File: config.mk
export PLATFORM = sky130hd
export DESIGN_NAME = chs_ram
export DESIGN_NICKNAME = d
export VERILOG_FILES = /design/src/rtl/chs_ram.sv
export SDC_FILE = /design/constraint.sdc
export NUM_CORES = 1
export LEC_CHECK = 0
export BUFFER_PORTS_ARGS = -buffer_cell sky130_fd_sc_hd__buf_2
export CORE_MARGIN = 3
export CORE_UTILIZATION = 30
export DETAILED_ROUTE_END_ITERATION = 12
export HOLD_SLACK_MARGIN = 0.05
export SYNTH_ARGS = -nofsm -noshare
export SYNTH_HDL_FRONTEND = slang
export SYNTH_SLANG_ARGS = --single-unit
File: constraint.sdc
create_clock -name i_clk -period 1.9 [get_ports i_clk]
set_clock_uncertainty 0.05 [all_clocks]
set_input_delay 0 -clock i_clk [delete_from_list [all_inputs] [get_ports i_clk]]
set_output_delay 0 -clock i_clk [all_outputs]
set_load 0.005 [all_outputs]
File: src/rtl/chs_ram.sv
// ----------------------------------------------------------------------------
// Generic simple dual-port RAM
// One write port and one read port, with registered read data.
// ----------------------------------------------------------------------------
module chs_ram #(
    parameter int WIDTH = 8,
    parameter int DEPTH = 16
) (
    input  logic                     i_clk,
    input  logic                     i_we,
    input  logic [$clog2(DEPTH)-1:0] i_waddr,
    input  logic [WIDTH-1:0]         i_wdata,
    input  logic [$clog2(DEPTH)-1:0] i_raddr,
    output logic [WIDTH-1:0]         o_rdata
);
    logic [WIDTH-1:0] r_mem [DEPTH];
    logic [WIDTH-1:0] r_rdata;

    always_ff @(posedge i_clk) begin
        if (i_we) begin
            r_mem[i_waddr] <= i_wdata;
        end
        r_rdata <= r_mem[i_raddr];
    end

    assign o_rdata = r_rdata;
endmodule

Word-level counts from Yosys, hierarchy flattened
Memories as Yosys holds them, arrays and structs flattened. A register that Yosys moved wholly into a read port is not among the register bits.
Cells that the tools add are included.
{"block": "classes", "muxes": 2}
{"operator": "2-to-1 mux 1 bit", "count": 2}
{"block": "totals", "regBits": 0, "mem_bits_rw": 128, "mem_count": 1, "in_bits": 18, "word_cells": 3}
{"name": "r_mem", "depth": 16, "word_bits": 8, "read_ports": 1, "rd_ports_with_merged_regs": 1, "wr": 1, "line_no": "16", "text": "logic [WIDTH-1:0] r_mem [DEPTH];"}

Depth between registers and ports, before layout
Gate-level depths: netlist of run 1.
{"block": "logic_depth", "depth_word": 2, "ltp_mapped": 5, "mapped_depth_nobuf": 3}

Least setup slack after synthesis of run 1
OpenSTA, ideal clock, no wires.
{"block": "synth_path", "path_type": "input-to-reg", "startpoint": "in i_waddr[2]", "endpoint": "mem r_mem[0][0], enable pin", "cell_stages": 2, "setup_slack_ps": 357, "arrival_time_ps": 1110, "required_ps": 1467, "n_path_buf": 0, "path_cell_list": "or3b_2 nor3_1"}
{"item": "start: declaration", "line_no": "11", "text": "input logic [$clog2(DEPTH)-1:0] i_waddr,"}
{"item": "end: declaration", "line_no": "16"}
Straight into the memory's write port.

==> results.ini, run 1 <==
[setup_path]
path_cells=mux4_1, a22oi_1, nand2_1
cp_top_family=multiplexers
critPathSlowestCell=mux4_1
worstSetupPathType=flop to flop
critPathRequiredTime_ns=2.13
critPathArrivalTime_ns=1.69
cp_slowest_stage_delay_ns=0.51
start_kind=flop
cp-end-kind=flop
cp.buffers_inverters=0
worstPathMaxFanout=1

[timing]
rsz0062_at_grt=false
period_needed_ns=1.462
max_slew_margin_pct=66.96
setup_viol=0
fin_tns_setup_ns=0
period_share_pct=76.95
tightest_slew_ns=0.4956
fmax_mhz=684.0
whs_ns=0.07898
hold_viol_final=0
report.final.slew_viol_count=0

[synthesis]
ys_async_sr_fraction_pct=0
avgSynthCellArea_sq_um=22.48
syn_nets=247
synthCells=229
synth.cell_area_sq_mm=0.005147
yosys-top-cells-count=128 x edfxtp_1, 18 x mux4_2, 16 x a22oi_1
ys_types=19
ys_ff_latch=136
synth_edf_count=128
yosysWarnings=0
synth.most_common_cell=edfxtp_1
yosysTopAreaCellShare_pct=74.67
synth_top_cell_by_area=edfxtp_1
synth.area.top_cells=edfxtp_1 75%, mux4_2 7.9%, mux4_1 7.1%, dfxtp_1 3.1%, a22oi_1 2.3%
yosysSeqAreaShare_pct=77.78
synth_ff_type=edfxtp_1

[clock_tree]
htree_levels=4
clk_latency_ns=0.40
cts_tree=built
root_buffer=clkbuf_16
ctsResizeCount=0
path_clk_slew_ns=0.06
clkSinkCount=136
cts.path.max_buffers=2
postCtsSetupBuffers=0
cts_made_buffers=17

[placed_design]
dp_hpwl_mm=6.621
port_buffers=25
dp.cells=485
gp_congestion=0.7321

[routing]
drt-vias-per-instance=4.638
wl_mm=10.02
first_iter_violations=214
antenna_left=0
wl_per_cell_um=19.08
drc=0
via_count=2435
firstDrtPassIters=4

[floorplanning]
rows=47
dieArea_sq_mm=0.01877
core-area_sq_mm=0.01670
die_w_um=137.0
initial_core_util_pct=30.82
fp.dieH_um=137.0
io-pin-count=26

[grt]
grt_pass1_wl_mm=15.44
antenna_found_initial=0
grt_pass1_vias=2578
grt_max_degree=33
track_usage_pct=11.64
grt_overflow_total=0

[cells_and_area]
layout.cells.non_filler=525
num-nets-final=310
area_delta_synth_final_pct=22.99
fin_util_pct=37.91
drive_gt1_share_pct=29.84
antenna_cells=0

[power_and_ir_drop]
p_leak_nw=2.137
powerDensity_mw_per_mm2=1110
vdd_drop_max_uv=584.6
finalPower_mw=7.030

[run_status]
status=complete, no violations

[flow_run]
maxCapViolations=0

[worst_hold_path]
hold_class=input pin to flop

==> through the flow <==
stage	setup slack [ns]	area, sq um
3_3_place_gp	0.3474	5644
3_5_place_dp	0.3211	5644
5_1_grt	0.3672	6331
2_1_floorplan	0.3571	5147
6_report	0.4380	6331
4_1_cts	0.4540	6331
==> state kept, by name, summed over array words and instances (netlist names) <==
register,count
r_mem,128
o_rdata,8
==> cell type report <==
cell class,count,area [sq um]
timing repair buffer,54,387.9
clock inverter,10,152.6
fill,1513,10370
multi-input combinational,83,1057
sequential,136,4004
clock buffer,22,454.2
tap,220,275.3
==> cells by family (layout without fill, tap and decap cells) <==
kind of cell | after synthesis | after routing | share of synthesized area (%)
flops | 136 | 136 | 77.78
compound gates | 16 | 16 | 2.334
simple gates | 35 | 35 | 3.184
buf+inv | 10 | 86 | 1.677
mux | 32 | 32 | 15.02
==> layout by cell type (no fill, tap or decap), drive strengths merged <==
| cell | n |
|---|---|
| a22oi | 16 |
| and2 | 1 |
| and2b | 1 |
| buf | 46 |
| bufinv | 4 |
| clkbuf | 22 |
| clkinv | 4 |
| clkinvlp | 2 |
| dfxtp | 8 |
| dlygate4sd3 | 8 |
| edfxtp | 128 |
| mux4 | 32 |
| nand2 | 9 |
| nand2b | 2 |
| nand3 | 1 |
| nand3b | 2 |
| nor2 | 13 |
| nor2b | 1 |
| nor3 | 4 |
| or3b | 1 |
==> per-layer routing <==
layer	vias up	part of all wire, %	global-route usage [%]	routed length [um]
met5	-	0	0	0
met4	0	1.0	4.490	102
met3	9	5.2	3.309	518
met2	54	50	18.26	5038
met1	1272	44	15.38	4359
li1	1100	-	-	-
==> power breakdown <==
part           switching (mW)  internal (mW)  leakage [nW]
registers              0.0196           3.36          1.22
clock network            1.12           2.22         0.289
logic                   0.174          0.147         0.625
total                    1.31           5.72          2.14
==> worst paths after layout <==
path / startpoint / end / slack [ns] / cells after the start
max: r_mem[1][3] / o_rdata[3] / 0.44 / 3
min: i_waddr[0] / r_mem[4][3] / 0.08 / 3
max reg2reg: r_mem[1][3] / o_rdata[3] / 0.44 / 3
min reg2reg: r_mem[14][3] / o_rdata[3] / 0.62 / 3
==> repair_timing <==
action	in CTS	in global routing
hold buffers	8	0
endpoints found under the setup margin	0	0
hold endpoints to repair	128	0
==> worst reg2reg max path: stages, from the launching register on <==
cell and delay [ns]:
edfxtp_1 0.35, mux4_1 0.51, a22oi_1 0.34, nand2_1 0.09
Note: power is estimated with default switching activity, not from simulation.
==> run 2, diff against run 1 <==
==> constraint.sdc (replaced) <==
create_clock -name i_clk -period 1.5 [get_ports i_clk]
set_clock_uncertainty 0.05 [all_clocks]
set_input_delay 0 -clock i_clk [delete_from_list [all_inputs] [get_ports i_clk]]
set_output_delay 0 -clock i_clk [all_outputs]
set_load 0.005 [all_outputs]
==> results.ini, run 2 (synthesized netlist as in run 1, its figures left out) <==
[routing]
wl_per_cell_um=18.98  ; was 19.08 um
via_count=2447  ; was 2435
first_iter_violations=261  ; was 214
wl_mm=10.00  ; was 10.02 mm
firstDrtPassIters=4  ; unchanged
drt-vias-per-instance=4.643  ; was 4.638
drc=0  ; unchanged
antenna_left=0  ; unchanged

[floorplanning]
die_w_um=137.0  ; unchanged
rows=47  ; unchanged
core-area_sq_mm=0.01670  ; unchanged
initial_core_util_pct=30.82  ; unchanged
io-pin-count=26  ; unchanged
fp.dieH_um=137.0  ; unchanged
dieArea_sq_mm=0.01877  ; unchanged

[worst_hold_path]
hold_class=input pin to flop  ; unchanged
hold_depth=3  ; unchanged

[grt]
grt_pass1_wl_mm=15.47  ; was 15.44 mm
grt_max_degree=33  ; unchanged
grt_pass1_vias=2645  ; was 2578
grt_overflow_total=0  ; unchanged
track_usage_pct=11.66  ; was 11.64%
antenna_found_initial=0  ; unchanged

[cells_and_area]
largest_reg_flops=128  ; unchanged
antenna_cells=0  ; unchanged
top_register=r_mem  ; unchanged
num-nets-final=312  ; was 310
layout_common_cells=128 x edfxtp_1, 25 x buf_2, 20 x buf_4  ; was 128 x edfxtp_1, 25 x buf_2, 19 x buf_4
area_delta_synth_final_pct=23.77  ; was 22.99%
layout_commonest_cell=edfxtp_1  ; unchanged
drive_gt1_share_pct=33.22  ; was 29.84%
final_cell_area_sq_mm=0.006371  ; was 0.006331 sq mm
final.fill_count=1531  ; was 1513

[power_and_ir_drop]
seqPwrFrac_pct=48.3  ; was 48.0%
finalPower_mw=8.851  ; was 7.030 mW
swShare_pct=20.29  ; was 18.65%
powerDensity_mw_per_mm2=1389  ; was 1110 mW/mm^2
vdd_drop_max_uv=795.5  ; was 584.6 uV
p_switching_mw=1.796  ; was 1.311 mW
clkPwrFrac_pct=47.0  ; was 47.4%
p_leak_nw=2.150  ; was 2.137 nW
p_int_mw=7.055  ; was 5.719 mW
p_comb_share_pct=4.7  ; was 4.6%

[setup_path]
cp_slowest_stage_delay_ns=0.51  ; about the same
critPathSlowestCell=mux4_1  ; unchanged
reg2regPathDepth=3  ; unchanged
worstPathMaxFanout=1  ; unchanged
critPathArrivalTime_ns=1.69  ; about the same
cp-end-kind=flop  ; unchanged
start_kind=flop  ; unchanged
critPathRequiredTime_ns=1.74  ; was 2.13 ns
path_cells=mux4_1, a22oi_1, nand2_1  ; unchanged
worstSetupPathType=flop to flop  ; unchanged

[placed_design]
dp_hpwl_mm=6.573  ; was 6.621 mm
gp_congestion=0.7280  ; was 0.7321
port_buffers=25  ; unchanged
placed_cell_area_sq_mm=0.005677  ; was 0.005644 sq mm

[flow_run]
maxCapViolations=0  ; unchanged

[clock_tree]
htree_levels=4  ; unchanged
cts_tree=built  ; unchanged
root_buffer=clkbuf_16  ; unchanged
clkSinkCount=136  ; unchanged
clk_latency_ns=0.41  ; was 0.40 ns
cts.path.max_buffers=2  ; unchanged
path_clk_slew_ns=0.06  ; about the same
cts_made_buffers=17  ; unchanged

[timing]
fmax_mhz=693.6  ; was 684.0 MHz
tightest_slew_ns=0.8513  ; was 0.4956 ns
setup_viol=0  ; unchanged
report.final.slew_viol_count=0  ; unchanged
fin_tns_setup_ns=0  ; unchanged
rsz0062_at_grt=false  ; unchanged
hold_viol_final=0  ; unchanged
period_needed_ns=1.442  ; was 1.462 ns
period_share_pct=96.12  ; was 76.95%
whs_ns=0.1067  ; was 0.07898 ns
max_slew_margin_pct=43.04  ; was 66.96%

[run_status]
status=complete, no violations  ; unchanged

-- run 2: changes by cell type in the layout (fill, tap and decap cells not counted) --
cell / before / now
clkbuf_1: 4 / 0
clkinv_4: 0 / 4
a22oi_1: 16 / 14
a22oi_2: 0 / 2
clkinv_1: 2 / 0
clkinvlp_4: 2 / 4
buf_12: 2 / 3
buf_4: 19 / 20
bufinv_16: 4 / 3
clkbuf_8: 1 / 0
clkinv_2: 2 / 3
inv_6: 0 / 1
nor3_1: 4 / 3
nor3_2: 0 / 1
-- run 2: metal layers --
layer  routed length (um)  global-route usage, %  share of wire [%]
met5                    0                      0                  0
met3                  478                  3.566                4.8
met2                 4871                  18.34                 49
met4                  118                  4.490                1.2
met1                 4531                  15.20                 45
-- run 2: stage by stage --
stage / util, % / instances / worst slack [ns]
global route: 38.15 / 527 / 0.02300
CTS: 38.09 / 527 / 0.05335
global placement: 33.99 / 487 / 0.007507
floorplan: - / 229 / 0.1839
finish: 38.15 / 527 / 0.05815
detailed placement: 33.99 / 487 / -0.009798
-- run 2: power by group through the flow --
stage	registers [mW]	clock network, mW	logic (mW)
6_report	4.27	4.16	0.419
5_1_grt	4.28	4.43	0.461
4_1_cts	4.28	4.23	0.426
3_5_place_dp	4.36	0	0.408
3_3_place_gp	4.35	0	0.397
2_1_floorplan	4.35	0	0.216
-- run 2: what timing repair did --
| action | CTS | global route |
|---|---|---|
| hold buffers | 8 | 0 |
| hold endpoints to repair | 128 | 0 |
| gates resized for setup | 0 | 2 |
| buffers inserted | 0 | 0 |
| endpoints found under the setup margin | 0 | 2 |
-- run 2: worst paths after layout --
kind,start,end,slack (ns)
max reg2reg,r_mem[1][3],o_rdata[3],0.06
min,i_waddr[0],r_mem[0][5],0.11
min reg2reg,r_mem[15][3],o_rdata[3],0.62
max,r_mem[1][3],o_rdata[3],0.06
-- run 2: cell type report --
cell class,instances,area [sq um],area share [%]
Clock buffer,17,425.4,6.677
Sequential cell,136,4004,62.84
Clock inverter,15,178.9,2.808
Timing Repair Buffer,56,415.4,6.520
Multi-Input combinational cell,83,1072,16.83
Tap cell,220,275.3,4.321
-- run 2: critical path: cells and delay by family, from the launching register on --
kind	cells	cell delay, ns
simple gates	1	0.09
flops	1	0.35
compound gates	1	0.33
mux	1	0.51
==> run 3, diff against run 2 <==
--- a/config.mk
+++ b/config.mk
@@ -7,7 +7,7 @@
 export LEC_CHECK = 0
 export BUFFER_PORTS_ARGS = -buffer_cell sky130_fd_sc_hd__buf_2
 export CORE_MARGIN = 3
-export CORE_UTILIZATION = 30
+export CORE_UTILIZATION = 42
 export DETAILED_ROUTE_END_ITERATION = 12
 export HOLD_SLACK_MARGIN = 0.05
 export SYNTH_ARGS = -nofsm -noshare
==> results.ini, run 3 (synthesized netlist as in run 1, its figures left out) <==
[run_status]
status=complete, no violations  ; unchanged

[power_and_ir_drop]
p_switching_mw=1.641  ; was 1.796 mW
p_leak_nw=2.169  ; was 2.150 nW
clkPwrFrac_pct=47.9  ; was 47.0%
seqPwrFrac_pct=47.6  ; was 48.3%
finalPower_mw=8.983  ; was 8.851 mW
p_comb_share_pct=4.6  ; was 4.7%
vdd_drop_max_uv=726.5  ; was 795.5 uV
powerDensity_mw_per_mm2=1430  ; was 1389 mW/mm^2
p_int_mw=7.342  ; was 7.055 mW
swShare_pct=18.26  ; was 20.29%

[routing]
drt-vias-per-instance=5.308  ; was 4.643
antenna_left=0  ; unchanged
first_iter_violations=103  ; was 261
wl_met3_um=482  ; was 478 um
top_layer=met4  ; unchanged
drc=0  ; unchanged
firstDrtPassIters=4  ; unchanged
met2_wirelength_mm=4.960  ; was 4.871 mm
wl_per_cell_um=21.48  ; was 18.98 um
wl_mm=9.689  ; was 10.00 mm
m1WireLength_mm=4.164  ; was 4.531 mm
via_count=2394  ; was 2447

[worst_hold_path]
hold_class=input pin to flop  ; unchanged

[floorplanning]
initial_core_util_pct=43.95  ; was 30.82%
core-area_sq_mm=0.01171  ; was 0.01670 sq mm
rows=39  ; was 47
io-pin-count=26  ; unchanged
fp.dieH_um=116.7  ; was 137.0 um
dieArea_sq_mm=0.01362  ; was 0.01877 sq mm
die_w_um=116.7  ; was 137.0 um

[timing]
setup_viol=0  ; unchanged
rsz0062_at_grt=false  ; unchanged
tightest_slew_ns=0.6574  ; was 0.8513 ns
fmax_mhz=706.9  ; was 693.6 MHz
hold_viol_final=0  ; unchanged
max_slew_margin_pct=56.08  ; was 43.04%
period_needed_ns=1.415  ; was 1.442 ns
setup_ws_ns=0.08535  ; was 0.05815 ns
report.final.slew_viol_count=0  ; unchanged
period_share_pct=94.31  ; was 96.12%

[clock_tree]
postCtsHoldBufs=8  ; unchanged
cts_made_buffers=17  ; unchanged
cts.path.max_buffers=2  ; unchanged
htree_levels=4  ; unchanged
postCtsSetupBuffers=0  ; unchanged
cts_tree=built  ; unchanged
clkSinkCount=136  ; unchanged
ctsResizeCount=0  ; unchanged
root_buffer=clkbuf_16  ; unchanged
clk_latency_ns=0.40  ; was 0.41 ns
path_clk_slew_ns=0.05  ; was 0.06 ns

[grt]
grt_max_degree=33  ; unchanged
track_usage_pct=15.56  ; was 11.66%
grt_pass1_vias=2484  ; was 2645
grt_overflow_total=0  ; unchanged
grt_pass1_wl_mm=14.52  ; was 15.47 mm
antenna_found_initial=0  ; unchanged

[setup_path]
worstSetupPathType=flop to flop  ; unchanged
critPathArrivalTime_ns=1.65  ; was 1.69 ns
critPathRequiredTime_ns=1.73  ; was 1.74 ns
path_cells=mux4_1, a22oi_1, nand2_1  ; unchanged
worstPathMaxFanout=1  ; unchanged
cp-end-kind=flop  ; unchanged
start_kind=flop  ; unchanged
critPathSlowestCell=mux4_1  ; unchanged
cp_slowest_stage_delay_ns=0.50  ; was 0.51 ns

[placed_design]
dp.cells=411  ; was 487
port_buffers=25  ; unchanged
dp_hpwl_mm=6.252  ; was 6.573 mm
gp_congestion=0.7341  ; was 0.7280
pre_cts_slack_ns=-0.03257  ; was -0.009798 ns

[flow_run]
maxCapViolations=0  ; unchanged

[cells_and_area]
antenna_cells=0  ; unchanged
area_delta_synth_final_pct=22.00  ; was 23.77%
drive_gt1_share_pct=31.49  ; was 33.22%
layout.cells.non_filler=451  ; was 527
top_register=r_mem  ; unchanged
fin_util_pct=53.62  ; was 38.15%
layout_commonest_cell=edfxtp_1  ; unchanged
num-nets-final=313  ; was 312
layout_common_cells=128 x edfxtp_1, 25 x buf_2, 22 x buf_4  ; was 128 x edfxtp_1, 25 x buf_2, 20 x buf_4
largest_reg_flops=128  ; unchanged

==> run 3: power by group through the flow <==
stage               sequential, mW  combinational [mW]  clock (mW)
floorplan                     4.35               0.216           0
global placement              4.35               0.394           0
detailed placement            4.35               0.402           0
CTS                           4.28               0.420        4.38
global route                  4.28               0.450        4.53
finish                        4.27               0.409        4.30
==> run 3: cell type report <==
cell class | instances | area (sq um)
clock inverter | 9 | 146.4
clock buffer | 23 | 478.0
timing repair buffer | 57 | 410.4
tap | 143 | 178.9
sequential | 136 | 4004
multi-input combinational | 83 | 1062
fill | 892 | 5431
==> run 3: per-stage QoR <==
| stage | hold WS (ns) | instance area (sq um) | TNS, ns |
|---|---|---|---|
| 3_3_place_gp | 0.3319 | 5575 | -0.07374 |
| 2_1_floorplan | 0.04887 | 5152 | 0 |
| 4_1_cts | 0.08817 | 6280 | 0 |
| 3_5_place_dp | 0.3270 | 5575 | -0.04858 |
| 6_report | 0.1065 | 6280 | 0 |
| 5_1_grt | 0.1089 | 6280 | 0 |
==> run 3: worst paths after layout <==
| kind | start | end | slack [ns] | cells past startpoint |
|---|---|---|---|---|
| worst max register to register | r_mem[1][0] | o_rdata[0] | 0.09 | 3 |
| worst min-delay path | i_raddr[2] | o_rdata[4] | 0.11 | 4 |
| worst min register to register | r_mem[14][4] | o_rdata[4] | 0.62 | 3 |
| worst max-delay path | r_mem[1][0] | o_rdata[0] | 0.09 | 3 |
==> run 3: per-layer routing <==
metal,up-vias,global-route usage [%]
met5,-,0
met4,0,6.193
met3,4,4.197
met2,65,24.73
met1,1222,20.60
li1,1103,-
==> run 3: worst max-delay path, delay by kind of cell, from the launching register on <==
family / cells / cell delay, ns
muxes: 1 / 0.50
DFF: 1 / 0.36
AOI/OAI and AO/OA: 1 / 0.29
and+or+nand+nor: 1 / 0.10
